===== src/hw/rtl/ptw_pkg.sv =====
package ptw_pkg;

    localparam int unsigned PA_W    = 52;
    localparam int unsigned VA_W    = 48;
    localparam int unsigned PTE_W   = 64;
    localparam int unsigned LEVEL_W = 2;
    localparam int unsigned IDX_W   = 9;

    localparam logic OP_START    = 1'b0;
    localparam logic OP_RESPONSE = 1'b1;

    localparam logic KIND_READ = 1'b0;
    localparam logic KIND_DONE = 1'b1;

    localparam logic [LEVEL_W-1:0] LVL_PML4 = 2'd0;
    localparam logic [LEVEL_W-1:0] LVL_PDPT = 2'd1;
    localparam logic [LEVEL_W-1:0] LVL_PD   = 2'd2;
    localparam logic [LEVEL_W-1:0] LVL_PT   = 2'd3;

    localparam int unsigned PTE_PRESENT = 0;
    localparam int unsigned PTE_PS      = 7;

    typedef struct packed {
        logic               walking;
        logic [LEVEL_W-1:0] level;
        logic [VA_W-1:0]    vaddr;
    } t_walk_state;

    typedef struct packed {
        logic            valid;
        logic            kind;
        logic [PA_W-1:0] address;
        logic            fault;
        logic            large_page;
    } t_result;

endpackage


===== src/hw/rtl/ptw_step.sv =====
module ptw_step (
    input  logic                        i_operation,
    input  logic [ptw_pkg::PA_W-1:0]    i_table_root,
    input  logic [ptw_pkg::VA_W-1:0]    i_virtual_address,
    input  logic [ptw_pkg::PTE_W-1:0]   i_read_data,
    input  ptw_pkg::t_walk_state        i_state,
    output ptw_pkg::t_walk_state        o_state,
    output ptw_pkg::t_result            o_result
);

    logic [ptw_pkg::VA_W-1:0]  va;
    logic [ptw_pkg::LEVEL_W-1:0] lvl;
    logic [ptw_pkg::IDX_W-1:0] idx;
    logic [ptw_pkg::PA_W-1:0]  base;

    always_comb begin
        if (i_operation == ptw_pkg::OP_START) begin
            va   = i_virtual_address;
            lvl  = ptw_pkg::LVL_PML4;
            base = i_table_root;
        end else begin
            va   = i_state.vaddr;
            lvl  = i_state.level + 2'd1;
            base = i_read_data[ptw_pkg::PA_W-1:0];
        end
    end

    always_comb begin
        case (lvl)
            ptw_pkg::LVL_PML4: idx = va[47:39];
            ptw_pkg::LVL_PDPT: idx = va[38:30];
            ptw_pkg::LVL_PD:   idx = va[29:21];
            ptw_pkg::LVL_PT:   idx = va[20:12];
            default:           idx = va[47:39];
        endcase
    end

    always_comb begin
        o_state             = i_state;
        o_result.valid      = 1'b1;
        o_result.kind       = ptw_pkg::KIND_READ;
        o_result.address    = {base[51:12], idx, 3'b000};
        o_result.fault      = 1'b0;
        o_result.large_page = 1'b0;
        if (i_operation == ptw_pkg::OP_START) begin
            o_state.walking = 1'b1;
            o_state.level   = ptw_pkg::LVL_PML4;
            o_state.vaddr   = i_virtual_address;
        end else if (!i_state.walking) begin
            o_result.valid = 1'b0;
        end else if (!i_read_data[ptw_pkg::PTE_PRESENT]) begin
            o_state.walking  = 1'b0;
            o_state.level    = ptw_pkg::LVL_PML4;
            o_result.kind    = ptw_pkg::KIND_DONE;
            o_result.address = '0;
            o_result.fault   = 1'b1;
        end else if (i_state.level == ptw_pkg::LVL_PD && i_read_data[ptw_pkg::PTE_PS]) begin
            o_state.walking     = 1'b0;
            o_state.level       = ptw_pkg::LVL_PML4;
            o_result.kind       = ptw_pkg::KIND_DONE;
            o_result.address    = {i_read_data[51:21], i_state.vaddr[20:0]};
            o_result.large_page = 1'b1;
        end else if (i_state.level == ptw_pkg::LVL_PT) begin
            o_state.walking  = 1'b0;
            o_state.level    = ptw_pkg::LVL_PML4;
            o_result.kind    = ptw_pkg::KIND_DONE;
            o_result.address = {i_read_data[51:12], i_state.vaddr[11:0]};
        end else begin
            o_state.level = lvl;
        end
    end

endmodule


===== src/hw/rtl/four_level_page_table_walker_unit.sv =====
// Path: an accepted item passes through the input register, then the result
//   register; a response while idle gives no result.
// Throughput: one item per cycle while the output is not stalled.
// Reset: synchronous, active low; clears both valid flags and leaves the walker
//   idle at the top level with a zero saved address.
module four_level_page_table_walker_unit (
    input  logic                      i_clk,
    input  logic                      i_rst_n,
    input  logic                      i_in_valid,
    output logic                      o_in_ready,
    input  logic                      i_operation,
    input  logic [ptw_pkg::PA_W-1:0]  i_table_root,
    input  logic [ptw_pkg::VA_W-1:0]  i_virtual_address,
    input  logic [ptw_pkg::PTE_W-1:0] i_read_data,
    output logic                      o_out_valid,
    input  logic                      i_out_ready,
    output logic                      o_kind,
    output logic [ptw_pkg::PA_W-1:0]  o_address,
    output logic                      o_fault,
    output logic                      o_large_page
);

    logic                      r_in_valid;
    logic                      r_operation;
    logic [ptw_pkg::PA_W-1:0]  r_table_root;
    logic [ptw_pkg::VA_W-1:0]  r_virtual_address;
    logic [ptw_pkg::PTE_W-1:0] r_read_data;

    ptw_pkg::t_walk_state r_state;
    ptw_pkg::t_walk_state n_state;
    ptw_pkg::t_result     n_result;

    logic            r_out_valid;
    logic            r_kind;
    logic [ptw_pkg::PA_W-1:0] r_address;
    logic            r_fault;
    logic            r_large_page;

    logic advance;

    ptw_step u_step (
        .i_operation       (r_operation),
        .i_table_root      (r_table_root),
        .i_virtual_address (r_virtual_address),
        .i_read_data       (r_read_data),
        .i_state           (r_state),
        .o_state           (n_state),
        .o_result          (n_result)
    );

    assign advance    = r_in_valid && (!r_out_valid || i_out_ready || !n_result.valid);
    assign o_in_ready = !r_in_valid || advance;

    always_ff @(posedge i_clk) begin
        if (!i_rst_n) begin
            r_in_valid <= 1'b0;
        end else if (o_in_ready) begin
            r_in_valid <= i_in_valid;
        end
    end

    always_ff @(posedge i_clk) begin
        if (o_in_ready && i_in_valid) begin
            r_operation       <= i_operation;
            r_table_root      <= i_table_root;
            r_virtual_address <= i_virtual_address;
            r_read_data       <= i_read_data;
        end
    end

    always_ff @(posedge i_clk) begin
        if (!i_rst_n) begin
            r_state <= '0;
        end else if (advance) begin
            r_state <= n_state;
        end
    end

    always_ff @(posedge i_clk) begin
        if (!i_rst_n) begin
            r_out_valid <= 1'b0;
        end else if (advance && n_result.valid) begin
            r_out_valid <= 1'b1;
        end else if (i_out_ready) begin
            r_out_valid <= 1'b0;
        end
    end

    always_ff @(posedge i_clk) begin
        if (advance && n_result.valid) begin
            r_kind       <= n_result.kind;
            r_address    <= n_result.address;
            r_fault      <= n_result.fault;
            r_large_page <= n_result.large_page;
        end
    end

    assign o_out_valid  = r_out_valid;
    assign o_kind       = r_kind;
    assign o_address    = r_address;
    assign o_fault      = r_fault;
    assign o_large_page = r_large_page;

endmodule

===== config.mk =====
export PLATFORM = sky130hd
export DESIGN_NAME = four_level_page_table_walker_unit
export DESIGN_NICKNAME = d
export VERILOG_FILES = /design/src/hw/rtl/ptw_pkg.sv /design/src/hw/rtl/ptw_step.sv /design/src/hw/rtl/four_level_page_table_walker_unit.sv
export SDC_FILE = /design/constraint.sdc
export NUM_CORES = 1
export LEC_CHECK = 0
export ABC_AREA = 1
export BUFFER_PORTS_ARGS = -buffer_cell sky130_fd_sc_hd__clkbuf_2
export CORE_MARGIN = 5
export CORE_UTILIZATION = 30
export CTS_CLUSTER_DIAMETER = 200
export CTS_CLUSTER_SIZE = 10
export DETAILED_ROUTE_END_ITERATION = 10
export PLACE_DENSITY = 0.57
export SLEW_MARGIN = 10
export SYNTH_ARGS = -nofsm -noshare
export SYNTH_HDL_FRONTEND = slang
export SYNTH_HIERARCHICAL = 1
export SYNTH_SLANG_ARGS = --single-unit

===== constraint.sdc =====
create_clock -name i_clk -period 12.6 [get_ports i_clk]
set_input_delay 1.89 -clock i_clk [delete_from_list [all_inputs] [get_ports i_clk]]
set_output_delay 1.89 -clock i_clk [all_outputs]
set_load 0.03 [all_outputs]

### Word-level counts from Yosys, hierarchy flattened

Cells that the tools add are included.

* add/subtract/negate cells: 1
* eq/ne operators: 6
* multiplexer cells: 21
* bitwise gates (word level): 1
* reductions and logical operators: 16

Operators with widths (count)
* $mux 53: 3
* $mux 56: 1
* $mux 55: 1
* $mux 52: 1
* $mux 48: 1
* $pmux 9 s4: 1
* $mux 3: 4
* $eq 2x2->1 const B: 4
* $mux 1: 7
* $reduce_and 2->1: 3
* $logic_and 1x1->1: 4
* $mux 2: 2
* $logic_not 1->1: 3
* $logic_or 1x1->1: 3
* $reduce_and 3->1: 1
* $add 2x1->2 const B: 1
* $eq 2x1->1 const B: 1
* $logic_not 2->1: 1
* $ne 2x1->1 const B: 1
* $reduce_bool 2->1: 1
* $not 1->1: 1

* register bits: 261
* input bits: 169
* word-level logic and storage cells: 60

### Depth between registers and ports, before layout

Gate-level depths: netlist of the first run.

* depth after elaboration: 14
* gate-level depth with buffers: 13
* depth with buffers taken out: 11

### By module

Netlist of the first run, hierarchy kept.

Modules (own cells, without submodules)
* four_level_page_table_walker_unit: instances 1, cells an instance 570, area each 8967.4 um^2, sequential area each 7667.4 um^2
* ptw_step: instances 1, cells an instance 623, area each 2741.4 um^2, sequential area each 0.0 um^2

### Least setup slack after synthesis of the first run

Ideal clock, no wire load.

* kind: input -> register
* start: input i_out_ready
* end: register r_operation, enable pin
* arrival: 5.497 ns
* setup slack: 6.585 ns
* stages: 4
* cells stage by stage: inv_1 nand4_1 nand2_1 inv_1

* word-level cells in the longest chain between the ends: 5

Ends and longest elaborated chain
* start, declared: line four_level_page_table_walker_unit.sv:16 `input logic i_out_ready,`
* $logic_or 1x1->1 (2 in series): line four_level_page_table_walker_unit.sv:51 `assign advance = r_in_valid && (!r_out_valid || i_out_ready || !n_result.valid);`
* $logic_and 1x1->1: line four_level_page_table_walker_unit.sv:51
* $logic_or 1x1->1: line four_level_page_table_walker_unit.sv:52 `assign o_in_ready = !r_in_valid || advance;`
* net o_in_ready: line four_level_page_table_walker_unit.sv:10 `output logic o_in_ready,`
* $logic_and 1x1->1: line four_level_page_table_walker_unit.sv:63 `if (o_in_ready && i_in_valid) begin`
* end signal, assigned: line four_level_page_table_walker_unit.sv:64 `r_operation <= i_operation;`
* end, declared: line four_level_page_table_walker_unit.sv:24 `logic r_operation;`

The timed path passes the listed nets, and every way through them passes these cells.
A chain may end at the register's enable or synchronous reset.

### Final worst setup path of the first run

* start: input i_out_ready
* end: output o_in_ready

* word-level cells in the longest chain between the ends: 4

Ends and longest elaborated chain (line)
* $logic_or 1x1->1 (2 in series): four_level_page_table_walker_unit.sv:51
* $logic_and 1x1->1: four_level_page_table_walker_unit.sv:51
* $logic_or 1x1->1: four_level_page_table_walker_unit.sv:52
* end, declared: four_level_page_table_walker_unit.sv:10

No other way between the ends.

==> out/results.md, run 1 <==
| Metric | This run |
|---|---|
| Result of the run | finished, final reports clean |
| Sum of buffers and inverters on the critical path | 3 |
| Hold Vio Cnt, Final | 0 |
| Worst Path Arrival | 2.45 ns |
| Max transition margin | 25.3% |
| Crit path cell chain | clkbuf_2, inv_1, nand4_1, clkbuf_2 |
| Number of maximum-capacitance violations | 0 |
| Post-Synthesis Cell Area | 0.0107 mm2 |
| Initial antenna violation count | 0 |
| Count of cells resized by post-cts repair | 0 |
| Most common cell after layout, fill and taps aside | nand2_1 |
| Routed wirelength normalized by instance count | 15.9 um |
| Peak supply drop | 0.0851 mV |
| Estimated wirelength of the detail-placed design | 17,900 um |
| Total power of the final layout | 1.82 mW |
| Worst Path Max Fanout | 3 |
| Startpoint-to-endpoint class of the critical path | in2out |
| Worst min-delay path category | reg2reg |
| Clock transition at the register clock pins on the worst setup and hold paths after CTS | 0.05 ns |
| Cell depth of the worst hold path | 2 |
| Maximum achievable frequency | 230 MHz |
| Clock Skew | 0.0150 ns |
| PwrDens | 144 mW/mm2 |
| Filler cell count in the final layout | 3,620 |
| Via density per instance | 4.58 |
| Number of buffers added for setup after CTS | 0 |
| Cell area after layout | 0.0126 mm2 |
| Slowest cell on crit path | clkbuf_2 |
| Hold path endpoint | r_state[40] |
| Floorplan Core Area | 0.0354 mm2 |
| Origin of the worst min-delay path | r_state[40] |
| Starting DRT DRC Count | 626 |
| Static leakage power | 5.45 nW |
| 1st-pass router iterations | 5 |
| Count of standard-cell rows | 69 |
| Met2 wire length | 13,100 um |
| Via count of the first global-routing pass | 7,838 |
| # H-tree levels | 1 |
| Placement-stage cell area | 0.0119 mm2 |
| Overall Global Routing Usage | 13.8% |
| Setup violators final | 0 |
| Post-route setup TNS | 0 ns |
| Worst path max stage delay | 0.22 ns |
| DRC viols | 0 |
| First-pass GRT wire length | 43,300 um |
| Final number of max-transition violations | 0 |
| Die X | 199 um |
| Worst-skew pair later-pin latency | 0.54 ns |
| Setup WS post-layout | 8.26 ns |
| Unrepaired setup endpoints after global routing | no |
| Reg-to-reg startpoint | r_operation |
| Data required time of the worst path | 10.71 ns |
| Kind of end point of the critical path | output pin |
| Multi-input logic area | 0.00319 mm2 |
| Area taken by flip-flops and latches | 0.00665 mm2 |
| I/O Pins | 226 |
| Fraction of final layout cells sized beyond drive strength 1 | 18.4% |
| Mapped Cells | 1,159 |
| Gr ovfl total | 0 |
| Clock tree root driver cell | clkbuf_16 |
| Number of inserted diodes | 0 |
| Syn. warnings | 6 |
| Clk sink count | 239 |
| Stages on worst setup path | 4 |
| Routed vias | 8,237 |
| Average cell area after synthesis | 9.22 um2 |
| R2R setup slack | 8.90 ns |
| RePlAce Congestion | 0.764 |
| Area grow syn2layout | 18.3% |
| Number of nets with antenna violations after routing | 0 |
| Highest layer used for signal routing | met4 |
| Total nets after synthesis | 1,330 |
| Delay-heaviest family, CP | buffers and inverters |
| Initial core utilization | 30.2% |
| Number of placed instances, taps included | 1,750 |
| Share of the clock period used by the worst path | 34.5% |
| Tightest Pin Transition | 1.12 ns |
| Largest buffer count on any clock path | 3 |
| Depth of the most critical reg-to-reg path | 7 |
| Quantity of hold-fixing buffers added after cts | 0 |
| # port buffers | 191 |
| Met3 wire len | 1920 um |
| Full die area | 0.0395 mm2 |
| CTS buffer count | 27 |
| Startpoint kind of the worst setup timing path | primary input |
| Post-layout nets | 1,489 |
| Post-layout minimum cycle time | 4.34 ns |
| Largest net degree at the start of global routing | 104 |
| Post-route insts no fill | 1,799 |
| Die height | 199 um |
| Worst reg2reg endpoint | o_address[36] |
| Sum of routed wire segments on met1 | 13,000 um |
| Clock tree from TritonCTS | built |
| Critical Path Most Common Cell | clkbuf_2 |
| Total wirelength of the detailed-routed design | 28,500 um |
| Top library cells by usage in the layout, fill and taps aside | 386 x nand2_1, 191 x clkbuf_2, 186 x edfxtp_1 |
| Setup Slack @ Placement | 8.25 ns |
stage by stage:
step / hold WS (ns) / util, %
6_report: 0.479 / 35.7
5_1_grt: 0.501 / 35.7
4_1_cts: 0.483 / 35.7
3_5_place_dp: 0.468 / 33.6
3_3_place_gp: 0.461 / 33.6
2_1_floorplan: 0.451 / -
layout make-up:
type	instances	area share, %
Tap cell	461	4.56
Clock buffer	49	6.00
Inverter	115	3.49
Timing Repair Buffer	200	8.09
Multi-Input combinational cell	735	25.3
Sequential cell	239	52.6
how the worst max path moves through the flow:
| stage | endpoint | slack [ns] | start |
|---|---|---|---|
| floorplan | r_operation | 7.27 | i_out_ready |
| global placement | o_in_ready | 8.27 | i_out_ready |
| detailed placement | o_in_ready | 8.25 | i_out_ready |
| CTS | o_in_ready | 8.25 | i_out_ready |
| global route | o_in_ready | 8.16 | r_operation |
| finish | o_in_ready | 8.26 | i_out_ready |
worst register-to-register path: stages (launching register included):
cell	delay [ns]
edfxtp_1	0.32
buf_4	0.63
nand2_1	0.41
nand3_4	0.18
buf_4	0.79
nand3_1	0.19
inv_2	0.09
buf_4	0.67
power breakdown:
part	leakage [nW]	internal, mW	switching [mW]
logic	2.87	0.0625	0.127
registers	2.22	0.902	0.0188
clock network	0.359	0.401	0.306
sequential cells by signal (all words and copies together) (netlist names), 40 cells and up:
| signal | count |
|---|---|
| r_table_root | 40 |
| r_read_data | 42 |
| o_address | 52 |
| r_virtual_address | 48 |
| r_state | 51 |
layer usage:
metal | global-route usage [%] | up-vias
li1 | - | 4113
met2 | 22.3 | 239
met1 | 19.3 | 3851
met5 | 0 | -
met4 | 3.29 | 0
met3 | 2.57 | 34
(Power assumes the default switching activity.)
==> inputs of run 2 (changes only) <==
ABC_AREA = 0   (was 1)
PLACE_DENSITY = 0.59   (was 0.57)
clock period = 3.6 ns   (was 12.6 ns; I/O delays follow)
==> out/results.md, run 2 <==
| Metric | This run | Change |
|---|---|---|
| Quantity of hold-fixing buffers added after cts | 0 | unchanged |
| CTS buffer count | 27 | unchanged |
| Number of maximum-capacitance violations | 0 | unchanged |
| Maximum achievable frequency | 373 MHz |  |
| # port buffers | 191 | unchanged |
| Static leakage power | 4.62 nW | -15% |
| Clk sink count | 239 | unchanged |
| Cell depth of the worst hold path | 1 | -1 |
| Initial core utilization | 30.2% | about the same |
| Placement-stage cell area | 0.0111 mm2 | -6.3% |
| Result of the run | finished, final reports clean |  |
| Max transition margin | 31.5% | +6.2 points |
| Largest net degree at the start of global routing | 105 | +0.96% |
| Clock tree from TritonCTS | built |  |
| Kind of end point of the critical path | output pin |  |
| RePlAce Congestion | 0.720 | -5.8% |
| Worst hold slack across all endpoints | 0.182 ns | -0.297 ns |
| Die height | 191 um | -4.1% |
| Average cell area after synthesis | 14.6 um2 | +58% |
| Via count of the first global-routing pass | 6,030 | -23% |
| Peak supply drop | 0.391 mV | +360% |
| Tightest Pin Transition | 1.03 ns | -0.0925 ns |
| Startpoint-to-endpoint class of the critical path | reg2out |  |
| Post-layout minimum cycle time | 2.68 ns |  |
| Full die area | 0.0363 mm2 | -8.0% |
| Die X | 191 um | -4.1% |
| # H-tree levels | 1 | unchanged |
| Filler cell count in the final layout | 3,170 | -12% |
| Share of the clock period used by the worst path | 74.5% |  |
| Clock tree root driver cell | clkbuf_16 |  |
| Fraction of power consumed by combinational cells | 7.4% | -3.0 points |
| Worst Path Max Fanout | 16 | +13 |
| Hold Vio Cnt, Final | 0 | unchanged |
| Worst Path Arrival | 2.14 ns | -0.31 ns |
| Setup violators final | 0 | unchanged |
| I/O Pins | 226 | unchanged |
| Number of inserted diodes | 0 | unchanged |
| Unrepaired setup endpoints after global routing | no |  |
| Data required time of the worst path | 3.06 ns | -7.65 ns |
| Total power of the final layout | 6.06 mW | +230% |
| Register share of total power | 52.5% | +1.8 points |
| Mapped Cells | 671 | -42% |
| Post-layout nets | 1,028 | -31% |
| Routed vias | 5,984 | -27% |
| Clock Skew | 0.0166 ns | +0.00168 ns |
| Clock transition at the register clock pins on the worst setup and hold paths after CTS | 0.06 ns | about the same |
| Final number of max-transition violations | 0 | unchanged |
| PwrDens | 510 mW/mm2 | +250% |
| Largest buffer count on any clock path | 3 | unchanged |
| Worst min-delay path category | in2reg |  |
| Overall Global Routing Usage | 12.2% | -1.7 points |
| Fraction of final layout cells sized beyond drive strength 1 | 33.5% | +15 points |
| First-pass GRT wire length | 34,800 um | -20% |
| Gr ovfl total | 0 | unchanged |
| Estimated wirelength of the detail-placed design | 15,100 um | -16% |
| 1st-pass router iterations | 6 | +1 |
| Starting DRT DRC Count | 244 | -61% |
| Share of total power consumed by net switching | 22.1% | -2.7 points |
| Syn. warnings | 6 | unchanged |
| Most common cell after layout, fill and taps aside | clkbuf_2 |  |
| Startpoint kind of the worst setup timing path | register |  |
| Total nets after synthesis | 842 | -37% |
| Depth of the most critical reg-to-reg path | 8 | +1 |
| Max FFs per register | 52 | unchanged |
| Cell area after layout | 0.0119 mm2 | -5.9% |
| Top library cells by usage in the layout, fill and taps aside | 190 x clkbuf_2, 186 x edfxtp_1, 117 x nand2_1 |  |
| Post-Synthesis Cell Area | 0.00978 mm2 | -8.5% |
| Number of buffers added for setup after CTS | 0 | unchanged |
| Number of nets with antenna violations after routing | 0 | unchanged |
| Count of cells resized by post-cts repair | 0 | unchanged |
| Cell-internal power | 4.72 mW | +250% |
| Post-route setup TNS | 0 ns | unchanged |
| DRC viols | 0 | unchanged |
| Via density per instance | 4.54 | -0.91% |
| Initial antenna violation count | 0 | unchanged |
| Total wirelength of the detailed-routed design | 23,000 um | -19% |
| Clock group share of total power | 40.1% | +1.2 points |
| Area grow syn2layout | 21.7% |  |
| Count of standard-cell rows | 66 | -4.3% |
| Routed wirelength normalized by instance count | 17.4 um | +9.8% |
| P_sw | 1.34 mW | +200% |
| Worst-skew pair later-pin latency | 0.53 ns | about the same |
| Floorplan Core Area | 0.0324 mm2 | -8.5% |
## run 2: cell count changes in the layout (fill, tap and decap cells not counted), sizes merged, moves of 30 or more
cell,previous run,this run
a21oi,66,8
mux2i,0,87
nor2,103,46
nand2,389,117
inv,115,4
mux2,0,55
o22ai,30,0
nand3,77,2
o21ai,61,9
## run 2: worst max-delay path: stages (launching register included)
cell,delay [ns]
edfxtp_1,0.44
inv_2,0.31
nor2_1,0.09
buf_4,0.19
inv_1,0.13
and2_1,0.18
nand2_1,0.08
clkbuf_2,0.19
## run 2: through the flow
step / instances / util [%] / worst slack (ns)
after CTS: 1319 / 36.8 / 0.886
after floorplan: 671 / - / 0.325
after detailed placement: 1270 / 34.4 / 1.06
after global routing: 1319 / 36.8 / 0.836
after global placement: 1270 / 34.4 / 1.10
final: 1319 / 36.8 / 0.918
## run 2: layer usage
metal  wire length, um  track usage [%]
met1             10200             16.0
met2             10800             20.5
met3              1450             2.53
met4               555             3.20
met5                 0                0
## run 2: area by class of cell
class	instances	area, um2	area share, %
sequential	239	6650	55.8
multi-input combinational	386	2850	24.0
timing repair buffer	200	1080	9.04
clock buffer	48	754	6.34
tap	442	553	4.65
inverter	3	11.3	0.0946
clock inverter	1	8.76	0.0736
## run 2: path summary, 6_finish.rpt
kind / end / slack (ns) / from
worst min register to register: r_state[21] / 0.47 / r_state[21]
worst min-delay path: r_read_data[45] / 0.18 / i_read_data[45]
worst max register to register: r_virtual_address[27] / 1.09 / r_operation
worst max-delay path: o_in_ready / 0.92 / r_operation
## run 2: power groups by stage
stage          Combinational, mW  Clock, mW  Sequential, mW
2_1_floorplan              0.259          0            3.27
3_3_place_gp               0.447          0            3.24
3_5_place_dp               0.459          0            3.25
4_1_cts                    0.460       2.53            3.19
5_1_grt                    0.495       2.64            3.20
6_report                   0.450       2.43            3.19
